`src/rtl/cgg_pkg.sv`:
```
package cgg_pkg;

   localparam int COUNT_W     = 7;
   localparam int HALF_W      = COUNT_W - 1;
   localparam int INDEX_W     = 6;
   localparam int CHAN_W      = 8;
   localparam int COLOR_W     = 24;
   localparam int STEP_W      = 6;
   localparam int DIV_ITER    = CHAN_W;
   localparam int DIV_CNT_W   = $clog2(DIV_ITER);
   localparam int CSR_INDEX_W = 8;
   localparam int REQ_DATA_W  = 8;
   localparam int RSP_DATA_W  = 32;
   localparam int QUEUE_DEPTH = 2;
   localparam int QPTR_W      = $clog2(QUEUE_DEPTH);

   localparam logic [COUNT_W-1:0] MIN_COUNT = COUNT_W'(2);

   localparam logic [CSR_INDEX_W-1:0] REG_LOW_COLOR  = CSR_INDEX_W'(0);
   localparam logic [CSR_INDEX_W-1:0] REG_MID_COLOR  = CSR_INDEX_W'(1);
   localparam logic [CSR_INDEX_W-1:0] REG_HIGH_COLOR = CSR_INDEX_W'(2);
   localparam logic [CSR_INDEX_W-1:0] REG_THREE_STOP = CSR_INDEX_W'(3);

   localparam logic [COLOR_W-1:0] LOW_COLOR_RESET  = 24'h000000;
   localparam logic [COLOR_W-1:0] MID_COLOR_RESET  = 24'h7F7F7F;
   localparam logic [COLOR_W-1:0] HIGH_COLOR_RESET = 24'hFFFFFF;

   typedef struct packed {
      logic [COUNT_W-1:0] count;
      logic [HALF_W-1:0]  half;
      logic               three;
   } job_type;

   typedef struct packed {
      logic [COLOR_W-1:0] low;
      logic [COLOR_W-1:0] mid;
      logic [COLOR_W-1:0] high;
      logic               three;
   } cfg_type;

   typedef enum logic [2:0] {
      ST_IDLE,
      ST_SETUP,
      ST_DIV,
      ST_PRE,
      ST_EMIT
   } back_state_type;

   // channel 0 red, 1 green, 2 blue
   function automatic logic [CHAN_W-1:0] chan_of(input logic [COLOR_W-1:0] color,
                                                 input logic [1:0] sel);
      logic [CHAN_W-1:0] res;
      case (sel)
         2'd0: begin
            res = color[23:16];
         end
         2'd1: begin
            res = color[15:8];
         end
         default: begin
            res = color[7:0];
         end
      endcase
      return res;
   endfunction

endpackage

```
`src/rtl/cgg_front.sv`:
```
module cgg_front
   import cgg_pkg::*;
#(
   parameter int MAX_COLORS = 64
) (
   input  logic               req_tvalid,
   output logic               req_tready,
   input  logic [COUNT_W-1:0] req_count,
   input  logic               three_stop,
   input  logic               queue_full,
   output logic               push,
   output job_type            job
);

   localparam logic [COUNT_W-1:0] MAX_COUNT = COUNT_W'(MAX_COLORS);

   logic [COUNT_W-1:0] count_sat;

   always_comb begin
      if (req_count < MIN_COUNT) begin
         count_sat = MIN_COUNT;
      end else if (req_count > MAX_COUNT) begin
         count_sat = MAX_COUNT;
      end else begin
         count_sat = req_count;
      end
   end

   assign req_tready = !queue_full;
   assign push       = req_tvalid && !queue_full;
   assign job.count  = count_sat;
   assign job.half   = count_sat[COUNT_W-1:1];
   assign job.three  = three_stop;

endmodule

```
`src/rtl/cgg_queue.sv`:
```
module cgg_queue
   import cgg_pkg::*;
(
   input  logic    clock,
   input  logic    reset,
   input  logic    push,
   input  job_type push_data,
   input  logic    pop,
   output job_type pop_data,
   output logic    empty,
   output logic    full
);

   job_type               mem_ff [QUEUE_DEPTH];
   logic [QPTR_W-1:0]     wr_ptr_ff;
   logic [QPTR_W-1:0]     rd_ptr_ff;
   logic [QPTR_W:0]       fill_ff;

   assign empty    = (fill_ff == '0);
   assign full     = (fill_ff == (QPTR_W+1)'(QUEUE_DEPTH));
   assign pop_data = mem_ff[rd_ptr_ff];

   always_ff @(posedge clock) begin
      if (push) begin
         mem_ff[wr_ptr_ff] <= push_data;
      end
   end

   always_ff @(posedge clock) begin
      if (reset) begin
         wr_ptr_ff <= '0;
         rd_ptr_ff <= '0;
         fill_ff   <= '0;
      end else begin
         if (push) begin
            wr_ptr_ff <= wr_ptr_ff + QPTR_W'(1);
         end
         if (pop) begin
            rd_ptr_ff <= rd_ptr_ff + QPTR_W'(1);
         end
         case ({push, pop})
            2'b10: begin
               fill_ff <= fill_ff + (QPTR_W+1)'(1);
            end
            2'b01: begin
               fill_ff <= fill_ff - (QPTR_W+1)'(1);
            end
            default: begin
               fill_ff <= fill_ff;
            end
         endcase
      end
   end

endmodule

```
`src/rtl/cgg_back.sv`:
```
module cgg_back
   import cgg_pkg::*;
(
   input  logic                  clock,
   input  logic                  reset,
   input  cfg_type               cfg,
   input  logic                  q_empty,
   input  job_type               q_data,
   output logic                  q_pop,
   output logic                  rsp_tvalid,
   input  logic                  rsp_tready,
   output logic [RSP_DATA_W-1:0] rsp_tdata,
   output logic                  rsp_tlast
);

   back_state_type state_ff, state_in;

   job_type                job_ff;
   logic                   seg_ff;
   logic [INDEX_W-1:0]     idx_ff;
   logic [COUNT_W-1:0]     left_ff;
   logic [STEP_W-1:0]      steps_ff;
   logic [DIV_CNT_W-1:0]   div_cnt_ff;

   logic [CHAN_W-1:0]      val_ff   [3];
   logic                   neg_ff   [3];
   logic [CHAN_W-1:0]      dvd_ff   [3];
   logic [STEP_W-1:0]      prem_ff  [3];
   logic [CHAN_W-1:0]      quo_ff   [3];
   logic [CHAN_W:0]        qstep_ff [3];
   logic [STEP_W-1:0]      rstep_ff [3];
   logic [STEP_W-1:0]      acc_ff   [3];

   logic                   rsp_valid_ff;
   logic [RSP_DATA_W-1:0]  rsp_data_ff;
   logic                   rsp_last_ff;

   logic [COLOR_W-1:0]     seg_a, seg_b;
   logic [COUNT_W-1:0]     steps_w, len_w;
   logic                   last_seg, out_free, do_emit, div_done, rsp_last_in;

   logic [CHAN_W-1:0]      lo_c     [3];
   logic [CHAN_W-1:0]      hi_c     [3];
   logic [CHAN_W:0]        diff_c   [3];
   logic [CHAN_W:0]        mag_c    [3];
   logic [STEP_W:0]        part_c   [3];
   logic                   ge_c     [3];
   logic [STEP_W-1:0]      prem_in  [3];
   logic [CHAN_W-1:0]      quo_in   [3];
   logic [CHAN_W:0]        qstep_in [3];
   logic [STEP_W-1:0]      rstep_in [3];
   logic [STEP_W:0]        rsum_c   [3];
   logic                   wrap_c   [3];
   logic [STEP_W-1:0]      acc_in   [3];
   logic [CHAN_W+1:0]      vsum_c   [3];
   logic [CHAN_W-1:0]      val_in   [3];

   // segment plan
   always_comb begin
      seg_a    = seg_ff ? cfg.mid : cfg.low;
      seg_b    = (job_ff.three && !seg_ff) ? cfg.mid : cfg.high;
      last_seg = !job_ff.three || seg_ff;
      if (!job_ff.three) begin
         steps_w = job_ff.count - COUNT_W'(1);
         len_w   = job_ff.count;
      end else if (!seg_ff) begin
         steps_w = {1'b0, job_ff.half} - COUNT_W'(1);
         len_w   = {1'b0, job_ff.half};
      end else begin
         steps_w = job_ff.count - {1'b0, job_ff.half};
         len_w   = job_ff.count - {1'b0, job_ff.half};
      end
   end

   assign div_done = (div_cnt_ff == DIV_CNT_W'(DIV_ITER - 1));

   // per channel: setup, one divider bit, step finish, ramp advance
   always_comb begin
      for (int c = 0; c < 3; c++) begin
         lo_c[c]   = chan_of(seg_a, 2'(c));
         hi_c[c]   = chan_of(seg_b, 2'(c));
         diff_c[c] = {1'b0, hi_c[c]} - {1'b0, lo_c[c]};
         mag_c[c]  = diff_c[c][CHAN_W] ? (~diff_c[c] + (CHAN_W+1)'(1)) : diff_c[c];

         part_c[c]  = {prem_ff[c], dvd_ff[c][CHAN_W-1]};
         ge_c[c]    = (part_c[c] >= {1'b0, steps_ff});
         prem_in[c] = ge_c[c] ? STEP_W'(part_c[c] - {1'b0, steps_ff})
                              : part_c[c][STEP_W-1:0];
         quo_in[c]  = {quo_ff[c][CHAN_W-2:0], ge_c[c]};

         if (!neg_ff[c]) begin
            qstep_in[c] = {1'b0, quo_in[c]};
            rstep_in[c] = prem_in[c];
         end else if (prem_in[c] == '0) begin
            qstep_in[c] = ~{1'b0, quo_in[c]} + (CHAN_W+1)'(1);
            rstep_in[c] = '0;
         end else begin
            // floor toward minus infinity: -q - 1, remainder folded up
            qstep_in[c] = ~{1'b0, quo_in[c]};
            rstep_in[c] = steps_ff - prem_in[c];
         end

         rsum_c[c] = {1'b0, acc_ff[c]} + {1'b0, rstep_ff[c]};
         wrap_c[c] = (rsum_c[c] >= {1'b0, steps_ff});
         acc_in[c] = wrap_c[c] ? STEP_W'(rsum_c[c] - {1'b0, steps_ff})
                               : rsum_c[c][STEP_W-1:0];
         vsum_c[c] = {2'b00, val_ff[c]} + {qstep_ff[c][CHAN_W], qstep_ff[c]}
                   + {{(CHAN_W+1){1'b0}}, wrap_c[c]};
         val_in[c] = vsum_c[c][CHAN_W-1:0];
      end
   end

   assign out_free    = !rsp_valid_ff || rsp_tready;
   assign rsp_last_in = ({1'b0, idx_ff} == (job_ff.count - COUNT_W'(1)));

   always_comb begin
      state_in = state_ff;
      q_pop    = 1'b0;
      do_emit  = 1'b0;
      case (state_ff)
         ST_IDLE: begin
            if (!q_empty) begin
               q_pop    = 1'b1;
               state_in = ST_SETUP;
            end
         end
         ST_SETUP: begin
            state_in = (steps_w == '0) ? ST_EMIT : ST_DIV;
         end
         ST_DIV: begin
            if (div_done) begin
               state_in = seg_ff ? ST_PRE : ST_EMIT;
            end
         end
         ST_PRE: begin
            state_in = ST_EMIT;
         end
         ST_EMIT: begin
            if (out_free) begin
               do_emit = 1'b1;
               if (left_ff == COUNT_W'(1)) begin
                  state_in = last_seg ? ST_IDLE : ST_SETUP;
               end
            end
         end
         default: begin
            state_in = ST_IDLE;
         end
      endcase
   end

   always_ff @(posedge clock) begin
      if (reset) begin
         state_ff <= ST_IDLE;
      end else begin
         state_ff <= state_in;
      end
   end

   always_ff @(posedge clock) begin
      case (state_ff)
         ST_IDLE: begin
            if (q_pop) begin
               job_ff <= q_data;
               seg_ff <= 1'b0;
               idx_ff <= '0;
            end
         end
         ST_SETUP: begin
            steps_ff   <= steps_w[STEP_W-1:0];
            left_ff    <= len_w;
            div_cnt_ff <= '0;
            for (int c = 0; c < 3; c++) begin
               neg_ff[c]  <= diff_c[c][CHAN_W];
               dvd_ff[c]  <= mag_c[c][CHAN_W-1:0];
               prem_ff[c] <= '0;
               quo_ff[c]  <= '0;
               val_ff[c]  <= (steps_w == '0) ? hi_c[c] : lo_c[c];
            end
         end
         ST_DIV: begin
            div_cnt_ff <= div_cnt_ff + DIV_CNT_W'(1);
            for (int c = 0; c < 3; c++) begin
               prem_ff[c] <= prem_in[c];
               quo_ff[c]  <= quo_in[c];
               dvd_ff[c]  <= {dvd_ff[c][CHAN_W-2:0], 1'b0};
               if (div_done) begin
                  qstep_ff[c] <= qstep_in[c];
                  rstep_ff[c] <= rstep_in[c];
                  acc_ff[c]   <= '0;
               end
            end
         end
         ST_PRE: begin
            for (int c = 0; c < 3; c++) begin
               val_ff[c] <= val_in[c];
               acc_ff[c] <= acc_in[c];
            end
         end
         ST_EMIT: begin
            if (do_emit) begin
               idx_ff  <= idx_ff + INDEX_W'(1);
               left_ff <= left_ff - COUNT_W'(1);
               if (left_ff != COUNT_W'(1)) begin
                  for (int c = 0; c < 3; c++) begin
                     val_ff[c] <= val_in[c];
                     acc_ff[c] <= acc_in[c];
                  end
               end else if (!last_seg) begin
                  seg_ff <= 1'b1;
               end
            end
         end
         default: begin
            seg_ff <= seg_ff;
         end
      endcase
   end

   // output register
   always_ff @(posedge clock) begin
      if (reset) begin
         rsp_valid_ff <= 1'b0;
      end else if (do_emit) begin
         rsp_valid_ff <= 1'b1;
      end else if (rsp_tready) begin
         rsp_valid_ff <= 1'b0;
      end
   end

   always_ff @(posedge clock) begin
      if (do_emit) begin
         rsp_data_ff <= {2'b00, idx_ff, val_ff[2], val_ff[1], val_ff[0]};
         rsp_last_ff <= rsp_last_in;
      end
   end

   assign rsp_tvalid = rsp_valid_ff;
   assign rsp_tdata  = rsp_data_ff;
   assign rsp_tlast  = rsp_last_ff;

   a_emit_left: assert property (@(posedge clock) disable iff (reset)
      (state_ff == ST_EMIT) |-> (left_ff != '0))
      else $error("emit state with no colors left in segment");

   a_emit_index: assert property (@(posedge clock) disable iff (reset)
      do_emit |-> ({1'b0, idx_ff} < job_ff.count))
      else $error("color index beyond run length");

   a_last_idle: assert property (@(posedge clock) disable iff (reset)
      (do_emit && rsp_last_in) |=> (state_ff == ST_IDLE))
      else $error("run did not end after final color");

   a_rem_range: assert property (@(posedge clock) disable iff (reset)
      ((state_ff == ST_EMIT) && (steps_ff != '0)) |->
         ((acc_ff[0] < steps_ff) && (acc_ff[1] < steps_ff) && (acc_ff[2] < steps_ff)))
      else $error("ramp remainder out of range");

endmodule

```
`src/rtl/color_gradient_generator_core.sv`:
```
// channel   dir  handshake                  payload
// req       in   req_tvalid / req_tready    req_tdata: color_count
// rsp       out  rsp_tvalid / rsp_tready    rsp_tdata: red, green, blue, color_index; rsp_tlast
// csr       in   csr_valid / csr_ready      csr_index, csr_data
//
// n colors (after saturation), two-stop: a pop, a setup state, a bit-serial divider for the
// per-color step, then one color per cycle while the output is not stalled; three-stop adds a
// second setup, divider and pre-step, and no first divider when the first segment is one color
// reset is synchronous and active high; it clears the queue, the sequencer, the output
// register and loads the color registers with their reset values
// a stalled result holds in the output register; the two-entry queue keeps taking requests until it is full
module color_gradient_generator_core
   import cgg_pkg::*;
#(
   parameter int MAX_COLORS = 64
) (
   input  logic                   clock,
   input  logic                   reset,
   input  logic                   req_tvalid,
   output logic                   req_tready,
   input  logic [REQ_DATA_W-1:0]  req_tdata,   // [6:0] color_count
   output logic                   rsp_tvalid,
   input  logic                   rsp_tready,
   output logic [RSP_DATA_W-1:0]  rsp_tdata,   // [7:0] red, [15:8] green, [23:16] blue,
                                               // [29:24] color_index
   output logic                   rsp_tlast,
   input  logic                   csr_valid,
   output logic                   csr_ready,
   input  logic [CSR_INDEX_W-1:0] csr_index,
   input  logic [COLOR_W-1:0]     csr_data
);

   // configuration registers
   logic [COLOR_W-1:0] low_color_ff;
   logic [COLOR_W-1:0] mid_color_ff;
   logic [COLOR_W-1:0] high_color_ff;
   logic               three_stop_ff;

   cfg_type cfg;

   // front to queue to back
   logic    push, q_pop, q_empty, q_full;
   job_type push_job, q_job;

   // writes always taken, unknown indexes dropped
   assign csr_ready = 1'b1;

   always_ff @(posedge clock) begin
      if (reset) begin
         low_color_ff  <= LOW_COLOR_RESET;
         mid_color_ff  <= MID_COLOR_RESET;
         high_color_ff <= HIGH_COLOR_RESET;
         three_stop_ff <= 1'b0;
      end else if (csr_valid) begin
         case (csr_index)
            REG_LOW_COLOR: begin
               low_color_ff <= csr_data;
            end
            REG_MID_COLOR: begin
               mid_color_ff <= csr_data;
            end
            REG_HIGH_COLOR: begin
               high_color_ff <= csr_data;
            end
            REG_THREE_STOP: begin
               three_stop_ff <= csr_data[0];
            end
            default: begin
               three_stop_ff <= three_stop_ff;
            end
         endcase
      end
   end

   assign cfg.low   = low_color_ff;
   assign cfg.mid   = mid_color_ff;
   assign cfg.high  = high_color_ff;
   assign cfg.three = three_stop_ff;

   // front: count saturation and segment split
   cgg_front #(
      .MAX_COLORS (MAX_COLORS)
   ) u_front (
      .req_tvalid (req_tvalid),
      .req_tready (req_tready),
      .req_count  (req_tdata[COUNT_W-1:0]),
      .three_stop (three_stop_ff),
      .queue_full (q_full),
      .push       (push),
      .job        (push_job)
   );

   // short queue of pending runs
   cgg_queue u_queue (
      .clock     (clock),
      .reset     (reset),
      .push      (push),
      .push_data (push_job),
      .pop       (q_pop),
      .pop_data  (q_job),
      .empty     (q_empty),
      .full      (q_full)
   );

   // back: step division and color ramp
   cgg_back u_back (
      .clock      (clock),
      .reset      (reset),
      .cfg        (cfg),
      .q_empty    (q_empty),
      .q_data     (q_job),
      .q_pop      (q_pop),
      .rsp_tvalid (rsp_tvalid),
      .rsp_tready (rsp_tready),
      .rsp_tdata  (rsp_tdata),
      .rsp_tlast  (rsp_tlast)
   );

endmodule
```
`config.mk`:
```
export PLATFORM = sky130hd
export DESIGN_NAME = color_gradient_generator_core
export DESIGN_NICKNAME = d
export VERILOG_FILES = /design/src/rtl/cgg_pkg.sv /design/src/rtl/cgg_front.sv /design/src/rtl/cgg_queue.sv /design/src/rtl/cgg_back.sv /design/src/rtl/color_gradient_generator_core.sv
export SDC_FILE = /design/constraint.sdc
export NUM_CORES = 1
export LEC_CHECK = 0
export ABC_AREA = 1
export BUFFER_PORTS_ARGS = -buffer_cell sky130_fd_sc_hd__clkbuf_2
export CORE_ASPECT_RATIO = 1.75
export CORE_MARGIN = 2
export CORE_UTILIZATION = 31
export CTS_CLUSTER_SIZE = 20
export DETAILED_ROUTE_END_ITERATION = 8
export GPL_ROUTABILITY_DRIVEN = 0
export REMOVE_ABC_BUFFERS = 1
export SLEW_MARGIN = 10
export SYNTH_ARGS = -nofsm -noshare
export SYNTH_HDL_FRONTEND = slang
export SYNTH_SLANG_ARGS = --single-unit
```
`constraint.sdc`:
```
create_clock -name clock -period 4.6 [get_ports clock]
set_clock_uncertainty 0.05 [all_clocks]
set_input_delay 0.46 -clock clock [delete_from_list [all_inputs] [get_ports clock]]
set_output_delay 0.46 -clock clock [all_outputs]
set_load 0.005 [all_outputs]
```
==> After elaboration in Yosys (flattened, before gate mapping) <==
Memories as Yosys holds them, arrays and structs flattened. A register that Yosys moved wholly into a read port is not among the register bits.
Cells that the tools add are included.
{ "totals": {"ramBits": 184, "mem_bits_ro": 0, "wordCells": 242, "n_memories": 9, "register_bits": 135, "latchBits": 0, "inputBits": 45} }
{ "op_classes": {"div": 0, "n_lt_le_gt_ge": 8, "muxes": 94, "bitwise_logic": 27, "reduce_logical": 29, "n_addsub": 37, "shifts": 0, "n_mul": 0, "n_eq_ne": 22} }
{ "memory_table": {"columns": ["memory", "words", "word_bits", "read_ports", "rd_ports_with_merged_regs", "write_ports", "line_no", "source"], "rows": [
  ["u_queue.mem_ff", 2, 14, 1, 1, 1, "cgg_queue.sv:14", "job_type mem_ff [QUEUE_DEPTH];"],
  ["u_back.qstep_ff", 3, 9, 3, 0, 3, "cgg_back.sv:30", "logic [CHAN_W:0] qstep_ff [3];"],
  ["u_back.dvd_ff", 3, 8, 3, 0, 3, "cgg_back.sv:27", "logic [CHAN_W-1:0] dvd_ff [3];"],
  ["u_back.quo_ff", 3, 8, 3, 0, 3, "cgg_back.sv:29", "logic [CHAN_W-1:0] quo_ff [3];"],
  ["u_back.val_ff", 3, 8, 3, 0, 3, "cgg_back.sv:25", "logic [CHAN_W-1:0] val_ff [3];"],
  ["u_back.acc_ff", 3, 6, 3, 0, 3, "cgg_back.sv:32", "logic [STEP_W-1:0] acc_ff [3];"],
  ["3 more memories", null, null, null, null, null, null, null]
]} }
{ "op_table": {"columns": ["operator", "n"], "rows": [
  ["2-to-1 mux 8 bit", 18],
  ["2-to-1 mux 6 bit", 23],
  ["2-to-1 mux 9 bit", 6],
  ["subtractor 6 bit", 9],
  ["2-to-1 mux 7 bit", 7],
  ["2-to-1 mux 24 bit", 2],
  ["greater-or-equal comparator 7 x 6 -> 1 bit", 6],
  ["adder 9 x 1 -> 9 bit (second input constant)", 3],
  ["inverter 8 -> 9 bit", 3],
  ["subtractor 8 x 8 -> 9 bit", 3],
  ["2-to-1 mux 1 bit", 26],
  ["adder 8 x 1 -> 8 bit", 3],
  ["adder 8 x 1 -> 8 bit (second input constant)", 3],
  ["adder 8 bit", 3],
  ["inverter 8 bit", 3],
  ["adder 6 x 6 -> 7 bit", 3],
  ["OR 1 bit", 21],
  ["zero test 6 bit", 3],
  ["2-to-1 mux 3 bit", 6],
  ["equality test 8 x 2 -> 1 bit (second input constant)", 2],
  ["case mux 3 bit (5 select lines)", 1],
  ["case mux 7 bit (2 select lines)", 1],
  ["subtractor 7 x 1 -> 7 bit (second input constant)", 2],
  ["case mux 6 bit (2 select lines)", 1],
  ["other kinds (35)", 59]
]} }

==> Depth between registers and ports, before layout <==
{ "logic_depth": {"word_depth": 8, "depth_mapped": 25, "depth_no_buf": 25} }

==> Cells and area by module <==
From an unflattened synthesis, not the netlist that was laid out.
{ "hier_totals": {"cells_unflattened": 2439, "area_unflattened_um2": 20573.5} }
{ "modules_own_cells": {"columns": ["module", "cells_each", "instances", "area_per_inst_um2"], "rows": [
  ["cgg_back", 1941, 1, 16220.6],
  ["color_gradient_generator_core", 393, 1, 2964.1],
  ["cgg_queue", 76, 1, 1234.9],
  ["cgg_front", 29, 1, 153.9]
]} }

==> Worst setup path after synthesis <==
No wires, ideal clock.
{ "synth_timing": {"path_kind": "flip-flop to flip-flop", "startpoint": "mem u_back.acc_ff[0][0]", "endpoint": "mem u_back.val_ff[0][6] (data pin)", "arrival_ps": 3780, "n_path_buf": 1, "stages_incl_launch_ff": 22, "slack_ps": 511, "setup_time_ps": 259, "path_cell_list": "edfxtp_1 ha_1 inv_1 fa_1 xnor2_1 ha_1 a21oi_1 o21ai_0 a21o_1 a21oi_1 nor2_1 nand3b_1 clkbuf_1 fa_1 fa_1 a31oi_1 nor2_1 nor2_1 nor2_1 nor3_1 nand3b_1 nand2_1"} }
{ "synth_rtl": {"columns": ["element", "line_no"], "rows": [
  ["start, declared", "cgg_back.sv:32"],
  ["end, declared", "cgg_back.sv:25"]
]} }

==> qor.csv <==
metric,value,unit
RSZ-0062 raised after global routing,no,
CTS tree,done,
share of cells above drive strength 1,0.0977,
vias per inst,4.73,
H-tree levels,1,
ANT cells,0,
Setup crit end kind,flip-flop,
# rows,121,
Power Dens Cells,810,nW/um2
cell area after synthesis,19600,um2
DR vias,15195,
CTS Sinks,309,
Min-Delay Path Class,input pin to flip-flop,
combinational share of power,0.586,
area delta synth->final,11.5,%
Worst slew margin,0.310,
top-level I/O count,81,
prevailing post-synth register cell,edfxtp_1,
Worst R2R Setup Slack,380,ps
Residual DRC,0,
"most used cell, CP",nor2_1,
antenna violations before repair,0,
Chip Width,194,um
"Setup Fix Bufs, Post-CTS",0,
top fanout value on the critical path,4,
Startpoint Class,flip-flop,
Final Cycle Share,0.917,
Tmin final,4220,ps
Internal,9.41,mW
Die ar.,65300,um2
Hold Buf Count CTS,0,
P_leak,9.99,nW
crit-path leading delay family,adder cells,
number of fill cells,6565,
DR WL/cell,14.7,um
clk root buf,clkbuf_16,
"Req. time, crit path",4880,ps
worst vdd ir,0.325,mV
Arrival @ worst endpoint,4490,ps
CP peak stage delay,420,ps
"Seq/Total Area, Yosys",0.432,
cell area after layout,21800,um2
Initial Util,0.314,
critical path type,flip-flop to flip-flop,
Congestion Overflow GR,0,
final setup margin,382,ps
most frequent cells in the layout,"565 x nand2_1, 308 x inv_1, 228 x edfxtp_1, 149 x o21ai_0",
cells after synthesis,2331,
final hold violation count,0,
Routed Antenna Nets,0,
Max Slew Vio Count,0,
port buffer count,76,
switching power,8.27,mW
Slew @ Worst Pin,1030,ps
Clk pwr share,0.139,
"Slowest-stage cell, CP",fa_1,
vias in the first global route,15136,
number of synthesized flops with an enable pin,228,
max-cap violations,0,
"FF+latch count, synth",309,
"Reg clk slew, reported paths",70,ps
Synth Warn #,0,
DRT Wirelength,47100,um
final setup vio count,0,
GR Util All Layers,0.144,
sequential power share,0.275,
switching share of power,0.468,
DRT iter0 DRCs,665,
Core ar.,62400,um2
CTS Buffer Depth,3,
Clock Latency Late Sink,580,ps
Syn Area/Cell,8.40,um2
status,completed,
largest net degree at the start of global routing,67,
first-pass GRT wire length,76800,um
DIE HEIGHT,336,um
DP HPWL,35500,um
final net count,2600,
Unique masters post-synth,56,
Buf/Inv on CP,1,
"commonest non-fill, non-tap cell in the layout",nand2_1,
area of placed instances,20900,um2
Fmax achieved,237,MHz
pre-CTS setup slack,206,ps
clock buffer count from CTS,28,
crit path cell chain,ha_1 -> inv_1 -> fa_1 -> xnor2_2 -> ha_1 -> a21oi_1 -> o21ai_0 -> a21o_1 -> a21oi_1 -> nor2_1 -> nand3b_1 -> fa_2 -> fa_1 -> a31oi_2 -> nor2_1 -> nor2_1 -> nor2_1 -> nor3_1 -> nand3b_1 -> nand2_1,
drt pass-1 iters,7,
Post-synth ARST share,0,
[synth_stat cells, types with 55 or more instances]
cell      count  area share
ha_1        140       0.089
a21oi_1     140       0.036
clkbuf_1     55       0.011
edfxtp_1    228        0.35
xor2_1       67       0.030
dfxtp_1      81       0.083
inv_1       309       0.059
nand2_1     568        0.11
o211ai_1     59       0.023
nand3_1     124       0.032
nor2_1      139       0.027
o21ai_0     152       0.039
[power groups by stage]
stage / Combinational (mW) / Clock (mW) / Sequential [mW]
after global routing: 11.9 / 2.60 / 4.96
after detailed placement: 10.4 / 0 / 4.93
after floorplan: 7.76 / 0 / 4.82
after global placement: 10.3 / 0 / 4.92
final: 10.4 / 2.45 / 4.87
after CTS: 10.4 / 2.52 / 4.87
[sequential cells by signal, summed over array words and instances (netlist names), 7 cells and up]
name              cells
high_color_ff        24
low_color_ff         24
mid_color_ff         24
u_back.acc_ff        18
u_back.dvd_ff        24
u_back.job_ff         8
u_back.left_ff        7
u_back.prem_ff       18
u_back.qstep_ff      24
u_back.quo_ff        21
u_back.rsp_tdata     30
u_back.rstep_ff      18
u_back.val_ff        24
u_queue.mem_ff       16
[worst register-to-register path: stages (launching register included)]
cell and delay [ps]:
edfxtp_1 350, ha_1 170, inv_1 60, fa_1 420
xnor2_2 160, ha_1 340, a21oi_1 140, o21ai_0 140
a21o_1 190, a21oi_1 150, nor2_1 70, nand3b_1 210
fa_2 390, fa_1 420, a31oi_2 190, nor2_1 80
nor2_1 90, nor2_1 50, nor3_1 110, nand3b_1 130
nand2_1 60
[per-layer routing]
layer | share of wire | vias to the layer above | global-route usage
met5 | 0 | - | 0
met4 | 0.036 | 0 | 0.0593
met3 | 0.027 | 78 | 0.0114
met2 | 0.53 | 219 | 0.282
met1 | 0.40 | 6998 | 0.159
li1 | - | 7900 | -
[logic make-up (layout without fill, tap and decap cells)]
family / Yosys count / after routing / share of synthesized area
other: 2 / 3 / 0.000384
DFF: 309 / 309 / 0.432
and+or+nand+nor: 953 / 953 / 0.210
AOI/OAI and AO/OA: 411 / 411 / 0.120
buffers and inverters: 395 / 478 / 0.0801
muxes: 7 / 7 / 0.00358
adders and majority gates: 162 / 162 / 0.112
xor gates and xnor gates: 92 / 92 / 0.0415
[metrics by stage]
step                      instances  setup TNS, ps  utilization  hold WS [ps]  power, mW
after floorplan                2257          -2140            -           376       12.6
after global placement         3162              0        0.335           390       15.2
after detailed placement       3162              0        0.335           397       15.3
after CTS                      3214              0        0.350          54.3       17.8
after global routing           3214              0        0.350          88.6       19.5
final                          3214              0        0.350          76.9       17.7
[final timing paths]
check | start | endpoint | cells past startpoint
worst min register to register | u_back.val_ff[0][2] | u_back.rsp_tdata[2] | 0
worst max-delay path | u_back.rstep_ff[0][0] | u_back.val_ff[0][6] | 20
worst max register to register | u_back.rstep_ff[0][0] | u_back.val_ff[0][6] | 20
worst min-delay path | csr_data[7] | low_color_ff[7] | 3
[cell type report]
type	count	area, um2	area share
Multi-Input combinational cell	1628	9610	0.440
Sequential cell	309	8470	0.388
Inverter	320	1200	0.0550
Tap cell	799	1000	0.0458
Clock buffer	32	737	0.0338
Timing Repair Buffer	106	618	0.0283
Clock inverter	20	199	0.00911
[repair_timing]
item,CTS,global route
resized for setup,0,6
hold endpoints to repair,0,0
setup endpoints to repair,0,3
Power figures use the tool's default switching activity.
